--- config.mk ---
export PLATFORM = sky130hd
export DESIGN_NAME = mip_layer_offset_calc_top
export DESIGN_NICKNAME = d
export VERILOG_FILES = /design/src/design/mlo_pkg.sv /design/src/design/mlo_datapath.sv /design/src/design/mip_layer_offset_calc_top.sv
export SDC_FILE = /design/constraint.sdc
export NUM_CORES = 2
export LEC_CHECK = 0
export BUFFER_PORTS_ARGS = -buffer_cell sky130_fd_sc_hd__buf_2
export CORE_MARGIN = 5
export CORE_UTILIZATION = 60
export DETAILED_ROUTE_END_ITERATION = 7
export PLACE_DENSITY = 0.78
export SLEW_MARGIN = 15
export SYNTH_ARGS = -nofsm -noshare
export SYNTH_HDL_FRONTEND = slang
export SYNTH_SLANG_ARGS = --single-unit
--- constraint.sdc ---
create_clock -name i_clk -period 18 [get_ports i_clk]
set_input_delay 1.8 -clock i_clk [delete_from_list [all_inputs] [get_ports i_clk]]
set_output_delay 1.8 -clock i_clk [all_outputs]
set_load 0.02 [all_outputs]
--- src/design/mlo_pkg.sv ---
package mlo_pkg;

    localparam int MAX_MIPS   = 16;
    localparam int CUBE_FACES = 6;
    localparam int BLOCK_MIN  = 4;
    localparam int LVL_W      = (MAX_MIPS > 1) ? $clog2(MAX_MIPS) : 1;
    localparam int STEP_W     = 5;
    localparam int ACC_W      = 33;
    localparam int OPB_W      = 16;

    // register indexes
    typedef enum logic [2:0] {
        CFG_BASE_W   = 3'd0,
        CFG_BASE_H   = 3'd1,
        CFG_MIPS     = 3'd2,
        CFG_FRAMES   = 3'd3,
        CFG_SLICES   = 3'd4,
        CFG_CUBE     = 3'd5,
        CFG_BC       = 3'd6,
        CFG_THB      = 3'd7
    } t_cfg_idx;

    typedef struct packed {
        logic [15:0] base_width;
        logic [15:0] base_height;
        logic [4:0]  mip_count;
        logic [15:0] frame_count;
        logic [15:0] slice_count;
        logic        cube_mode;
        logic        block_compressed;
        logic [5:0]  texel_half_bytes;
    } t_cfg;

    // multiplier operand sources
    typedef enum logic [2:0] {A_ONE, A_ACC, A_X1, A_X2, A_FF} t_asel;
    typedef enum logic [3:0] {
        B_ZERO, B_THB, B_SLICES, B_FACES, B_FRAMES,
        B_SWM, B_SHM, B_SWL, B_SHL, B_FRAME, B_FACE, B_SLICE
    } t_bsel;
    typedef enum logic [2:0] {SV_NONE, SV_X1, SV_X2, SV_FF, SV_RES} t_save;
    typedef enum logic [1:0] {J_NONE, J_ALWAYS, J_BAD, J_MIPDONE} t_jmp;

    typedef struct packed {
        logic              mul_en;
        t_asel             a_sel;
        t_bsel             b_sel;
        t_save             save;
        logic              add_term;
        logic              m_dec;
        t_jmp              jmp;
        logic [STEP_W-1:0] target;
        logic              fin;
    } t_uop;

    typedef struct packed {
        logic bad;
        logic mip_done;
    } t_dp_status;

    localparam logic [STEP_W-1:0] STEP_LOOP = 5'd5;
    localparam logic [STEP_W-1:0] STEP_TAIL = 5'd7;
    localparam logic [STEP_W-1:0] STEP_DONE = 5'd18;

    localparam t_uop UOP_NOP = '{1'b0, A_ONE, B_ZERO, SV_NONE, 1'b0, 1'b0,
                                 J_NONE, STEP_DONE, 1'b0};

    // mip dimension: base shifted right by level, at least 1
    function automatic logic [15:0] mip_dim(input logic [15:0] base,
                                            input logic [LVL_W-1:0] lvl);
        logic [15:0] d;
        d = base >> lvl;
        return (d == 16'd0) ? 16'd1 : d;
    endfunction

    // dimension as stored, padded for block formats
    function automatic logic [15:0] stored_dim(input logic [15:0] d, input logic bc);
        return (bc && (d < 16'(BLOCK_MIN))) ? 16'(BLOCK_MIN) : d;
    endfunction

    // control store
    function automatic t_uop mlo_uop(input logic [STEP_W-1:0] step);
        t_uop u;
        case (step)
            5'd0:  u = '{1'b1, A_ONE, B_THB,    SV_NONE, 1'b0, 1'b0, J_BAD, STEP_DONE, 1'b0};
            5'd1:  u = '{1'b1, A_ACC, B_SLICES, SV_NONE, 1'b0, 1'b0, J_NONE, STEP_DONE, 1'b0};
            5'd2:  u = '{1'b1, A_ACC, B_FACES,  SV_X1,   1'b0, 1'b0, J_NONE, STEP_DONE, 1'b0};
            5'd3:  u = '{1'b1, A_ACC, B_FRAMES, SV_X2,   1'b0, 1'b0, J_NONE, STEP_DONE, 1'b0};
            5'd4:  u = '{1'b1, A_ACC, B_ZERO,   SV_FF,   1'b0, 1'b0, J_NONE, STEP_DONE, 1'b0};
            5'd5:  u = '{1'b1, A_FF,  B_SWM,    SV_NONE, 1'b1, 1'b0, J_MIPDONE, STEP_TAIL,
                         1'b0};
            5'd6:  u = '{1'b1, A_ACC, B_SHM,    SV_NONE, 1'b0, 1'b1, J_ALWAYS, STEP_LOOP,
                         1'b0};
            5'd7:  u = '{1'b1, A_X2,  B_SWL,    SV_NONE, 1'b0, 1'b0, J_NONE, STEP_DONE, 1'b0};
            5'd8:  u = '{1'b1, A_ACC, B_SHL,    SV_NONE, 1'b0, 1'b0, J_NONE, STEP_DONE, 1'b0};
            5'd9:  u = '{1'b1, A_ACC, B_FRAME,  SV_NONE, 1'b0, 1'b0, J_NONE, STEP_DONE, 1'b0};
            5'd10: u = '{1'b1, A_X1,  B_SWL,    SV_NONE, 1'b1, 1'b0, J_NONE, STEP_DONE, 1'b0};
            5'd11: u = '{1'b1, A_ACC, B_SHL,    SV_NONE, 1'b0, 1'b0, J_NONE, STEP_DONE, 1'b0};
            5'd12: u = '{1'b1, A_ACC, B_FACE,   SV_NONE, 1'b0, 1'b0, J_NONE, STEP_DONE, 1'b0};
            5'd13: u = '{1'b1, A_ONE, B_SWL,    SV_NONE, 1'b1, 1'b0, J_NONE, STEP_DONE, 1'b0};
            5'd14: u = '{1'b1, A_ACC, B_SHL,    SV_NONE, 1'b0, 1'b0, J_NONE, STEP_DONE, 1'b0};
            5'd15: u = '{1'b1, A_ACC, B_THB,    SV_RES,  1'b0, 1'b0, J_NONE, STEP_DONE, 1'b0};
            5'd16: u = '{1'b1, A_ACC, B_SLICE,  SV_NONE, 1'b0, 1'b0, J_NONE, STEP_DONE, 1'b0};
            5'd17: u = '{1'b0, A_ONE, B_ZERO,   SV_NONE, 1'b1, 1'b0, J_NONE, STEP_DONE, 1'b0};
            5'd18: u = '{1'b0, A_ONE, B_ZERO,   SV_NONE, 1'b0, 1'b0, J_NONE, STEP_DONE, 1'b1};
            default: u = '{1'b0, A_ONE, B_ZERO, SV_NONE, 1'b0, 1'b0, J_ALWAYS, STEP_DONE,
                           1'b0};
        endcase
        return u;
    endfunction

endpackage

--- src/design/mlo_datapath.sv ---
module mlo_datapath (
    input  logic               i_clk,
    input  logic               i_start,
    input  logic               i_run,
    input  mlo_pkg::t_uop      i_uop,
    input  mlo_pkg::t_cfg      i_cfg,
    input  logic [7:0]         i_mip_level,
    input  logic [15:0]        i_frame_index,
    input  logic [7:0]         i_face_index,
    input  logic [15:0]        i_slice_index,
    output mlo_pkg::t_dp_status o_status,
    output logic [31:0]        o_byte_offset,
    output logic [15:0]        o_mip_width,
    output logic [15:0]        o_mip_height,
    output logic [31:0]        o_pixel_count
);
    import mlo_pkg::*;

    logic [7:0]       r_level;
    logic [15:0]      r_frame;
    logic [7:0]       r_face;
    logic [15:0]      r_slice;
    logic [ACC_W-1:0] r_acc;
    logic [ACC_W-1:0] r_x1;
    logic [ACC_W-1:0] r_x2;
    logic [ACC_W-1:0] r_ff;
    logic [ACC_W-1:0] r_res;
    logic [31:0]      r_offset;
    logic [LVL_W-1:0] r_m;

    logic [4:0]       mips;
    logic [15:0]      frames;
    logic [15:0]      slices;
    logic [2:0]       faces;
    logic [LVL_W-1:0] lvl;
    logic [LVL_W-1:0] m_init;
    logic [15:0]      w_l, h_l, sw_l, sh_l, sw_m, sh_m;
    logic [ACC_W-1:0] opa;
    logic [OPB_W-1:0] opb;
    logic [ACC_W+OPB_W-1:0] prod;
    logic             bad;

    // effective counts
    always_comb begin
        if (i_cfg.mip_count == 5'd0) begin
            mips = 5'd1;
        end else if (i_cfg.mip_count > 5'(MAX_MIPS)) begin
            mips = 5'(MAX_MIPS);
        end else begin
            mips = i_cfg.mip_count;
        end
        frames = (i_cfg.frame_count == 16'd0) ? 16'd1 : i_cfg.frame_count;
        slices = (i_cfg.slice_count == 16'd0) ? 16'd1 : i_cfg.slice_count;
        faces  = i_cfg.cube_mode ? 3'(CUBE_FACES) : 3'd1;
    end

    assign m_init = LVL_W'(mips - 5'd1);
    assign lvl    = r_level[LVL_W-1:0];

    // range check on the captured request
    assign bad = (r_level >= 8'(mips)) || (r_frame >= frames) ||
                 (r_face >= 8'(faces)) || (r_slice >= slices);

    // mip sizes at the requested level and at the loop level
    assign w_l  = mip_dim(i_cfg.base_width, lvl);
    assign h_l  = mip_dim(i_cfg.base_height, lvl);
    assign sw_l = stored_dim(w_l, i_cfg.block_compressed);
    assign sh_l = stored_dim(h_l, i_cfg.block_compressed);
    assign sw_m = stored_dim(mip_dim(i_cfg.base_width, r_m), i_cfg.block_compressed);
    assign sh_m = stored_dim(mip_dim(i_cfg.base_height, r_m), i_cfg.block_compressed);

    // operand select
    always_comb begin
        case (i_uop.a_sel)
            A_ONE:   opa = ACC_W'(1);
            A_ACC:   opa = r_acc;
            A_X1:    opa = r_x1;
            A_X2:    opa = r_x2;
            A_FF:    opa = r_ff;
            default: opa = '0;
        endcase
        case (i_uop.b_sel)
            B_ZERO:   opb = '0;
            B_THB:    opb = OPB_W'(i_cfg.texel_half_bytes);
            B_SLICES: opb = slices;
            B_FACES:  opb = OPB_W'(faces);
            B_FRAMES: opb = frames;
            B_SWM:    opb = sw_m;
            B_SHM:    opb = sh_m;
            B_SWL:    opb = sw_l;
            B_SHL:    opb = sh_l;
            B_FRAME:  opb = r_frame;
            B_FACE:   opb = OPB_W'(r_face);
            B_SLICE:  opb = r_slice;
            default:  opb = '0;
        endcase
    end

    // shared multiplier, kept modulo 2^33
    assign prod = opa * opb;

    // request capture and datapath registers
    always_ff @(posedge i_clk) begin
        if (i_start) begin
            r_level  <= i_mip_level;
            r_frame  <= i_frame_index;
            r_face   <= i_face_index;
            r_slice  <= i_slice_index;
            r_offset <= '0;
            r_m      <= m_init;
        end else if (i_run) begin
            if (i_uop.mul_en) begin
                r_acc <= prod[ACC_W-1:0];
            end
            case (i_uop.save)
                SV_X1:   r_x1  <= r_acc;
                SV_X2:   r_x2  <= r_acc;
                SV_FF:   r_ff  <= r_acc;
                SV_RES:  r_res <= r_acc;
                default: ;
            endcase
            // floor to whole bytes, sum wraps at 32 bits
            if (i_uop.add_term) begin
                r_offset <= r_offset + r_acc[ACC_W-1:1];
            end
            if (i_uop.m_dec) begin
                r_m <= r_m - 1'b1;
            end
        end
    end

    assign o_status.bad      = bad;
    assign o_status.mip_done = (r_m <= lvl);

    // result fields, zero on a bad request
    assign o_byte_offset = bad ? 32'd0 : r_offset;
    assign o_mip_width   = bad ? 16'd0 : w_l;
    assign o_mip_height  = bad ? 16'd0 : h_l;
    assign o_pixel_count = bad ? 32'd0 : r_res[31:0];

endmodule

--- src/design/mip_layer_offset_calc_top.sv ---
// Mip image locator. Each request (mip level, frame, cube face, depth slice)
// returns the byte offset of that image in the texture's data block, the
// mip's width and height, and its padded pixel count; out-of-range requests
// return the error flag with all other fields zero. A good request runs one
// microcode loop pass per smaller mip stored ahead of it (mip count - 1 -
// level); a bad request goes straight to the result after its range check.
// The single shared 33x16 multiplier yields one product per control step of
// the microcode. One request is in flight at a time; a new one is taken as
// soon as the previous result sits in the output register. The user must
// write registers through the write port only while no request is in flight;
// the block itself does not enforce this.
module mip_layer_offset_calc_top (
    input  logic        i_clk,
    input  logic        i_rst_n,
    input  logic        i_in_valid,
    output logic        o_in_ready,
    input  logic [7:0]  i_mip_level,
    input  logic [15:0] i_frame_index,
    input  logic [7:0]  i_face_index,
    input  logic [15:0] i_slice_index,
    output logic        o_out_valid,
    input  logic        i_out_ready,
    output logic        o_bad_request,
    output logic [31:0] o_byte_offset,
    output logic [15:0] o_mip_width,
    output logic [15:0] o_mip_height,
    output logic [31:0] o_pixel_count,
    input  logic        i_cfg_we,
    input  logic [2:0]  i_cfg_index,
    input  logic [15:0] i_cfg_wdata
);
    import mlo_pkg::*;

    t_cfg              r_cfg;
    logic              r_busy, n_busy;
    logic [STEP_W-1:0] r_step, n_step;
    logic              r_out_valid, n_out_valid;
    logic              r_bad;
    logic [31:0]       r_byte_offset;
    logic [15:0]       r_mip_width;
    logic [15:0]       r_mip_height;
    logic [31:0]       r_pixel_count;

    t_uop       uop;
    t_dp_status status;
    logic       start;
    logic       load_out;
    logic       taken;
    logic [31:0] dp_offset;
    logic [15:0] dp_width;
    logic [15:0] dp_height;
    logic [31:0] dp_pixels;

    // configuration registers
    always_ff @(posedge i_clk) begin
        if (!i_rst_n) begin
            r_cfg.base_width       <= 16'd1;
            r_cfg.base_height      <= 16'd1;
            r_cfg.mip_count        <= 5'd1;
            r_cfg.frame_count      <= 16'd1;
            r_cfg.slice_count      <= 16'd1;
            r_cfg.cube_mode        <= 1'b0;
            r_cfg.block_compressed <= 1'b0;
            r_cfg.texel_half_bytes <= 6'd8;
        end else if (i_cfg_we) begin
            case (i_cfg_index)
                CFG_BASE_W: r_cfg.base_width       <= i_cfg_wdata;
                CFG_BASE_H: r_cfg.base_height      <= i_cfg_wdata;
                CFG_MIPS:   r_cfg.mip_count        <= i_cfg_wdata[4:0];
                CFG_FRAMES: r_cfg.frame_count      <= i_cfg_wdata;
                CFG_SLICES: r_cfg.slice_count      <= i_cfg_wdata;
                CFG_CUBE:   r_cfg.cube_mode        <= i_cfg_wdata[0];
                CFG_BC:     r_cfg.block_compressed <= i_cfg_wdata[0];
                CFG_THB:    r_cfg.texel_half_bytes <= i_cfg_wdata[5:0];
                default: ;
            endcase
        end
    end

    assign o_in_ready = !r_busy;
    assign start      = i_in_valid && !r_busy;
    assign uop        = r_busy ? mlo_uop(r_step) : UOP_NOP;

    // sequencer: step counter, jumps and result hand-off
    always_comb begin
        n_busy      = r_busy;
        n_step      = r_step;
        load_out    = 1'b0;
        n_out_valid = r_out_valid && !i_out_ready;
        case (uop.jmp)
            J_ALWAYS:  taken = 1'b1;
            J_BAD:     taken = status.bad;
            J_MIPDONE: taken = status.mip_done;
            default:   taken = 1'b0;
        endcase
        if (start) begin
            n_busy = 1'b1;
            n_step = '0;
        end else if (r_busy) begin
            if (uop.fin) begin
                if (!r_out_valid || i_out_ready) begin
                    load_out    = 1'b1;
                    n_out_valid = 1'b1;
                    n_busy      = 1'b0;
                end
            end else begin
                n_step = taken ? uop.target : r_step + 1'b1;
            end
        end
    end

    always_ff @(posedge i_clk) begin
        if (!i_rst_n) begin
            r_busy      <= 1'b0;
            r_step      <= '0;
            r_out_valid <= 1'b0;
        end else begin
            r_busy      <= n_busy;
            r_step      <= n_step;
            r_out_valid <= n_out_valid;
        end
    end

    // output register
    always_ff @(posedge i_clk) begin
        if (load_out) begin
            r_bad         <= status.bad;
            r_byte_offset <= dp_offset;
            r_mip_width   <= dp_width;
            r_mip_height  <= dp_height;
            r_pixel_count <= dp_pixels;
        end
    end

    mlo_datapath u_datapath (
        .i_clk         (i_clk),
        .i_start       (start),
        .i_run         (r_busy),
        .i_uop         (uop),
        .i_cfg         (r_cfg),
        .i_mip_level   (i_mip_level),
        .i_frame_index (i_frame_index),
        .i_face_index  (i_face_index),
        .i_slice_index (i_slice_index),
        .o_status      (status),
        .o_byte_offset (dp_offset),
        .o_mip_width   (dp_width),
        .o_mip_height  (dp_height),
        .o_pixel_count (dp_pixels)
    );

    assign o_out_valid   = r_out_valid;
    assign o_bad_request = r_bad;
    assign o_byte_offset = r_byte_offset;
    assign o_mip_width   = r_mip_width;
    assign o_mip_height  = r_mip_height;
    assign o_pixel_count = r_pixel_count;

endmodule

# Yosys cells after proc, flatten, opt, wreduce, memory -nomap -nowiden
# Memories as Yosys holds them, arrays and structs flattened. A register that Yosys moved wholly into a read port is not among the register bits.
# Cells that the tools add are included.
totals:
  wordCells: 155
  out_inout_bits: 99
  rom_bits: 640
  memories: 1
  ff_bits: 429
op_classes:
  addsub: 4
  shifts: 4
  n_mul: 1
  magnitude_cmp: 10
  muxes: 35
  n_eq_ne: 29
  bitwise: 3
  reduce_logical: 41
memory_table:
  columns: ["name", "depth", "word_bits", "read_ports", "rd_ports_with_merged_regs", "wr", "line_no", "source"]
  rows:
  - ["(no name shown)", 32, 20, 1, 1, 0, "mlo_pkg.sv:83", "case (step)"]
ops:
  columns: ["cell", "count"]
  rows:
  - ["$pmux W16 S11", 1]
  - ["$pmux W33 S5", 1]
  - ["$mux W16", 10]
  - ["$logic_not A16 Y1", 6]
  - ["$lt A16 B3 Y1 const B", 4]
  - ["$shr A16 B4 Y16", 4]
  - ["$mul A33 B16 Y33", 1]
  - ["$add A32 B32 Y32", 1]
  - ["$ge A16 B16 Y1", 2]
  - ["$mux W5", 5]
  - ["$reduce_and A2 Y1", 11]
  - ["$mux W21", 1]
  - ["$eq A3 B2 Y1 const B", 6]
  - ["$eq A3 B3 Y1 const B", 6]
  - ["$eq A4 B3 Y1 const B", 4]
  - ["$eq A4 B4 Y1 const B", 4]
  - ["$reduce_and A3 Y1", 5]
  - ["$mux W1", 12]
  - ["$mux W4", 3]
  - ["$eq A3 B1 Y1 const B", 3]
  - ["$eq A4 B2 Y1 const B", 2]
  - ["$ge A8 B3 Y1", 1]
  - ["$ge A8 B5 Y1", 1]
  - ["$sub A4 B1 Y4 const B", 2]
  - ["other kinds (16)", 31]

# Depth between registers and ports, before layout
logic_depth:
  ltp_word: 11
  mapped_depth: 39
  ltp_nobuf: 34

# Modules after synthesis
# From an unflattened synthesis, not the netlist that was laid out.
unflattened:
  cells_unflattened: 3498
  hier_area_um2: 35162.5
modules_own_cells:
  columns: ["mod", "area_per_inst_um2", "instances", "cells_per_inst"]
  rows:
  - ["mlo_datapath", 27990.6, 1, 2894]
  - ["mip_layer_offset_calc_top", 7171.9, 1, 604]

# Worst setup path after synthesis
# Ideal clock, no wire load.
synth_timing:
  kind: "reg2reg"
  start: "register u_datapath.r_level[1]"
  end: "register u_datapath.r_acc[32], data pin"
  t_required_ps: 17732
  period_less_slack_ps: 8722
  path_stages_with_launch: 36
  slack_ps: 9278
  t_arrival_ps: 8455
  path_cell_list: "edfxtp_1 > buf_4 > buf_2 > buf_1 > o21a_1 > o31ai_1 > nor4_1 > and4_1 > and2_1 > o21ai_0 > or4b_1 > clkbuf_1 > nand2_1 > fa_1 > fa_1 > inv_1 > fa_1 > inv_1 > fa_1 > inv_1 > fa_1 > inv_1 > fa_1 > inv_1 > ha_1 > a21o_1 > a21oi_1 > nor2b_1 > and3_1 > o31ai_1 > nand2_1 > nor2_1 > a2111oi_0 > o21ai_0 > a221oi_1 > xnor3_1"
synth_between:
  elab_chain_cells: 8
synth_lines:
  columns: ["element", "line_no", "source"]
  rows:
  - ["start: declaration", "mlo_datapath.sv:19", "logic [7:0] r_level;"]
  - ["start signal: assignment", "mlo_datapath.sv:105", "r_level <= i_mip_level;"]
  - ["$shr A16 B4 Y16", "mlo_pkg.sv:71", "d = base >> lvl;"]
  - ["$logic_not A16 Y1", "mlo_pkg.sv:72", "return (d == 16'd0) ? 16'd1 : d;"]
  - ["$mux W16", "mlo_pkg.sv:72", null]
  - ["$lt A16 B3 Y1", "mlo_pkg.sv:77", "return (bc && (d < 16'(BLOCK_MIN))) ? 16'(BLOCK_MIN) : d;"]
  - ["$logic_and A1 B1 Y1", "mlo_pkg.sv:77", null]
  - ["$mux W16", "mlo_pkg.sv:77", null]
  - ["$pmux W16 S11 *", "mlo_datapath.sv:82", "case (i_uop.b_sel)"]
  - ["$mul A33 B16 Y33 *", "mlo_datapath.sv:100", "assign prod = opa * opb;"]
  - ["net u_datapath.prod[32]", "mlo_datapath.sv:40", "logic [ACC_W+OPB_W-1:0] prod;"]
  - ["end signal: assignment", "mlo_datapath.sv:113", "r_acc <= prod[ACC_W-1:0];"]
  - ["end: declaration", "mlo_datapath.sv:23", "logic [ACC_W-1:0] r_acc;"]
# The timed path passes the listed nets; every way through them passes the cells marked *.
# A chain may end at the register's enable or synchronous reset.

# Worst setup path in the final report
layout_timing:
  start: "register u_datapath.r_m[2]"
  end: "register u_datapath.r_acc[32], data pin"
layout_between:
  elab_chain_cells: 8
layout_lines:
  columns: ["element", "line_no", "source"]
  rows:
  - ["start: declaration", "mlo_datapath.sv:29", "logic [LVL_W-1:0] r_m;"]
  - ["start signal: assignment", "mlo_datapath.sv:110", "r_m <= m_init;"]
  - ["start signal: assignment", "mlo_datapath.sv:127", "r_m <= r_m - 1'b1;"]
  - ["$shr A16 B4 Y16", "mlo_pkg.sv:71", null]
  - ["$logic_not A16 Y1", "mlo_pkg.sv:72", null]
  - ["$mux W16", "mlo_pkg.sv:72", null]
  - ["$lt A16 B3 Y1", "mlo_pkg.sv:77", null]
  - ["$logic_and A1 B1 Y1", "mlo_pkg.sv:77", null]
  - ["$mux W16", "mlo_pkg.sv:77", null]
  - ["$pmux W16 S11 *", "mlo_datapath.sv:82", null]
  - ["$mul A33 B16 Y33 *", "mlo_datapath.sv:100", null]
  - ["net u_datapath.prod[32]", "mlo_datapath.sv:40", null]
# Marks and branches as above.

==> flow_summary_export.csv <==
group,metric,value,unit
outcome,status,"finished clean",
worst_hold_path,whs_path_depth,2,
clock_network,cts.sinks,448,
yosys,synth_area,34200,sq um
run,maxCapViolations,0,
finish,drive_above_1_share,10.4,%
power,switchingPower,600,uW
yosys,async_flop_share,0,%
worst_setup_path,cp.depth,34,
timing,tightest_slew,1.13,ns
grt,antenna_found_initial,2,
floorplanning,ios,171,
grt,grtUsageMet1,47.8,%
worst_setup_path,critical_path_class,"reg2reg",
placed_design,post-place-cells,4271,
route,drt_iter0_drc,3496,
yosys,ys_ff_latch,448,
floorplanning,core_area,56500,sq um
worst_setup_path,startpoint_type,"register",
worst_setup_path,reg2reg_from,"u_datapath.r_m[2]$_DFFE_PP_",
route,wl_per_cell,24.1,um
timing,min_period_over_period,63.0,%
timing,finalClockSkew,0.0484,ns
clock_network,post_cts_buffers,0,
clock_network,cts_root_buf,"clkbuf_16",
floorplanning,start_util,60.6,%
worst_setup_path,cp.required,18.33,ns
placed_design,gp_congestion,0.993,
worst_setup_path,crit_path_end,"u_datapath.r_acc[32]$_DFFE_PP_",
floorplanning,rows,87,
worst_setup_path,worst_ep_arrival_time,11.67,ns
grt,overflow,0,
grt,grt_usage,33.4,%
clock_network,cts_max_level,2,
yosys,synth.distinct_cells,93,
placed_design,dp_hpwl,76.7,mm
clock_network,cts_tree,"done",
grt,grt_pass1_vias,26700,
worst_setup_path,worstRegToRegCells,34,
timing,fmax,88.2,MHz
floorplanning,dieArea,62000,sq um
grt,grt.busiest_layer,"met2",
yosys,synth_flop_cell,"edfxtp_1",
power,p_int,1690,uW
clock_network,clkTransAtPathRegs,0.07,ns
worst_setup_path,crit_buf_inv,7,
yosys,synth_cells,3468,
route,wl,105,mm
yosys,yosys_warnings,0,
clock_network,clock_path_buffers,3,
finish,final_cell_mix,"nand2_1 (557), inv_1 (434), fa_1 (319), edfxtp_1 (313), nor2_1 (249)",
power,combPwrFrac,9.8,%
floorplanning,fp.dieW,249,um
worst_setup_path,cp-startpoint,"u_datapath.r_m[2]$_DFFE_PP_",
clock_network,worst_skew_pair.late_latency,0.62,ns
worst_setup_path,critical-path-max-stage-delay,1.02,ns
finish,fin_cells,4356,
worst_setup_path,worstPathMaxFanout,31,
worst_setup_path,crit_path_end_kind,"register",
route,drc,0,
timing,setup_tns,0,ns
grt,grt_max_degree,82,
route,vias,27100,
worst_setup_path,critPathTopFamily,"adder cells",
finish,finalNetCount,4104,
finish,post-route-util,65.9,%
floorplanning,die_h,249,um
yosys,ys_seq_area_share,35.3,%
grt,grtUsageMet3,10.7,%
finish,area_delta_synth_final,8.68,%
grt,grt_first_pass_wirelength,161,mm
route,first_pass_iters,8,
power,p_per_area,61.6,nW/um^2
clock_network,cts_buffers,45,
route,antenna_left,0,
yosys,synth_edf_count,313,
timing,period_needed,11.34,ns
yosys,syn-num-nets,4009,
timing,drv_slew,0,
timing,hold_viol,0,
timing,setup_viol,0,
worst_hold_path,hold_class,"reg2reg",
grt,grtUsageMet2,49.5,%
clock_network,hold_buffers,0,
power,p_clk_share,40.1,%
placed_design,io_buffers,170,
power,leakage,0.0159,uW
yosys,avgSynthCellArea,9.88,sq um
timing,slew_headroom,24.6,%
route,vias_per_cell,6.21,
clock_network,ctsResizeCount,0,
worst_setup_path,rrSetupSlack,6.66,ns
worst_setup_path,critical-path-slowest-cell,"edfxtp_1",
worst_setup_path,reg2reg_to,"u_datapath.r_acc[32]$_DFFE_PP_",
power,irDropWorstVdd,0.0826,mV
power,seqPwrFrac,50.1,%
power,switching_share,26.1,%
finish,final_common_cell,"nand2_1",
timing,rsz0062_at_grt,"no",
[routing by layer]
metal	routed length, um	share of wire [%]	up-vias
met5	0	0	-
met4	3700	3.5	0
met3	14300	14	247
met2	45200	43	1718
met1	41800	40	13200
li1	-	-	11900
[synthesized netlist by cell type, types with 64 or more instances]
master / n / area share (%)
ha_1: 150 / 5.5
edfxtp_1: 313 / 27
a21boi_0: 68 / 1.5
and3_1: 87 / 1.6
a22oi_1: 97 / 2.1
nor2_1: 252 / 2.8
fa_1: 319 / 19
clkbuf_1: 137 / 1.5
xnor2_1: 64 / 1.6
nand2_1: 558 / 6.1
dfxtp_1: 135 / 7.9
a21oi_1: 127 / 1.9
inv_1: 435 / 4.8
o21ai_0: 68 / 0.99
[logic make-up after synthesis]
logic type | after synthesis | synth area share, %
AO/OA/AOI/OAI | 577 | 11.6
XOR/XNOR | 83 | 2.18
adder cells (fa/ha/maj) | 469 | 24.1
buffers and inverters | 614 | 6.95
flip-flops | 448 | 35.3
multiplexers | 101 | 4.35
AND/OR/NAND/NOR | 1176 | 15.5
[final cells by class]
class	instances	area (sq um)
flip-flops and latches	448	12100
inverters	442	1660
repair buffers	220	1240
well taps	756	946
diodes	1	2.50
multi-input cells	2406	19900
fillers	4422	19300
clock inverters	24	189
clock buffers	59	1220
[sequential cells by signal (all words and copies together), names as in the netlist, 32 cells and up, named ones only]
name and cells:
u_datapath.r_x2 33, o_byte_offset 32, u_datapath.r_offset 32, u_datapath.r_x1 33, u_datapath.r_ff 33, u_datapath.r_res 32
u_datapath.r_acc 33, o_pixel_count 32, r_cfg 77
[metrics by stage]
stage          setup slack, ns  hold slack (ns)  power [uW]  cell area, sq um
3_3_place_gp              7.14            0.456        1390             35800
6_report                  6.66            0.472        2290             37200
3_5_place_dp              6.86            0.463        1390             35800
5_1_grt                   6.14            0.497        2370             37200
2_1_floorplan             9.28            0.441        1300             34200
4_1_cts                   6.80            0.474        2300             37200
[power groups by stage]
stage	registers [uW]	logic (uW)	clock network, uW
after detailed placement	1170	216	0
final	1150	225	920
after CTS	1150	217	930
after floorplan	1150	152	0
after global routing	1150	241	974
after global placement	1170	216	0
[how the worst min path moves through the flow]
stage / endpoint / slack [ns] / startpoint
after global placement: r_cfg[8]$_SDFFE_PN1P_ / 0.46 / r_cfg[8]$_SDFFE_PN1P_
after CTS: u_datapath.r_offset[18]$_SDFFE_PP0P_ / 0.47 / u_datapath.r_offset[18]$_SDFFE_PP0P_
after floorplan: r_cfg[3]$_SDFFE_PN1P_ / 0.44 / r_cfg[3]$_SDFFE_PN1P_
after global routing: r_cfg[3]$_SDFFE_PN1P_ / 0.50 / r_cfg[3]$_SDFFE_PN1P_
final: u_datapath.r_offset[18]$_SDFFE_PP0P_ / 0.47 / u_datapath.r_offset[18]$_SDFFE_PP0P_
after detailed placement: u_datapath.r_offset[18]$_SDFFE_PP0P_ / 0.46 / u_datapath.r_offset[18]$_SDFFE_PP0P_
[worst register-to-register path: cells and delay by family, from the launching register on]
family / cells / cell delay, ns
fa+ha+maj: 7 / 3.33
buf+inv: 7 / 1.21
compound gates: 10 / 2.73
flops: 1 / 1.02
simple gates: 9 / 2.51
xor+xnor: 1 / 0.26
(Power assumes the default switching activity.)
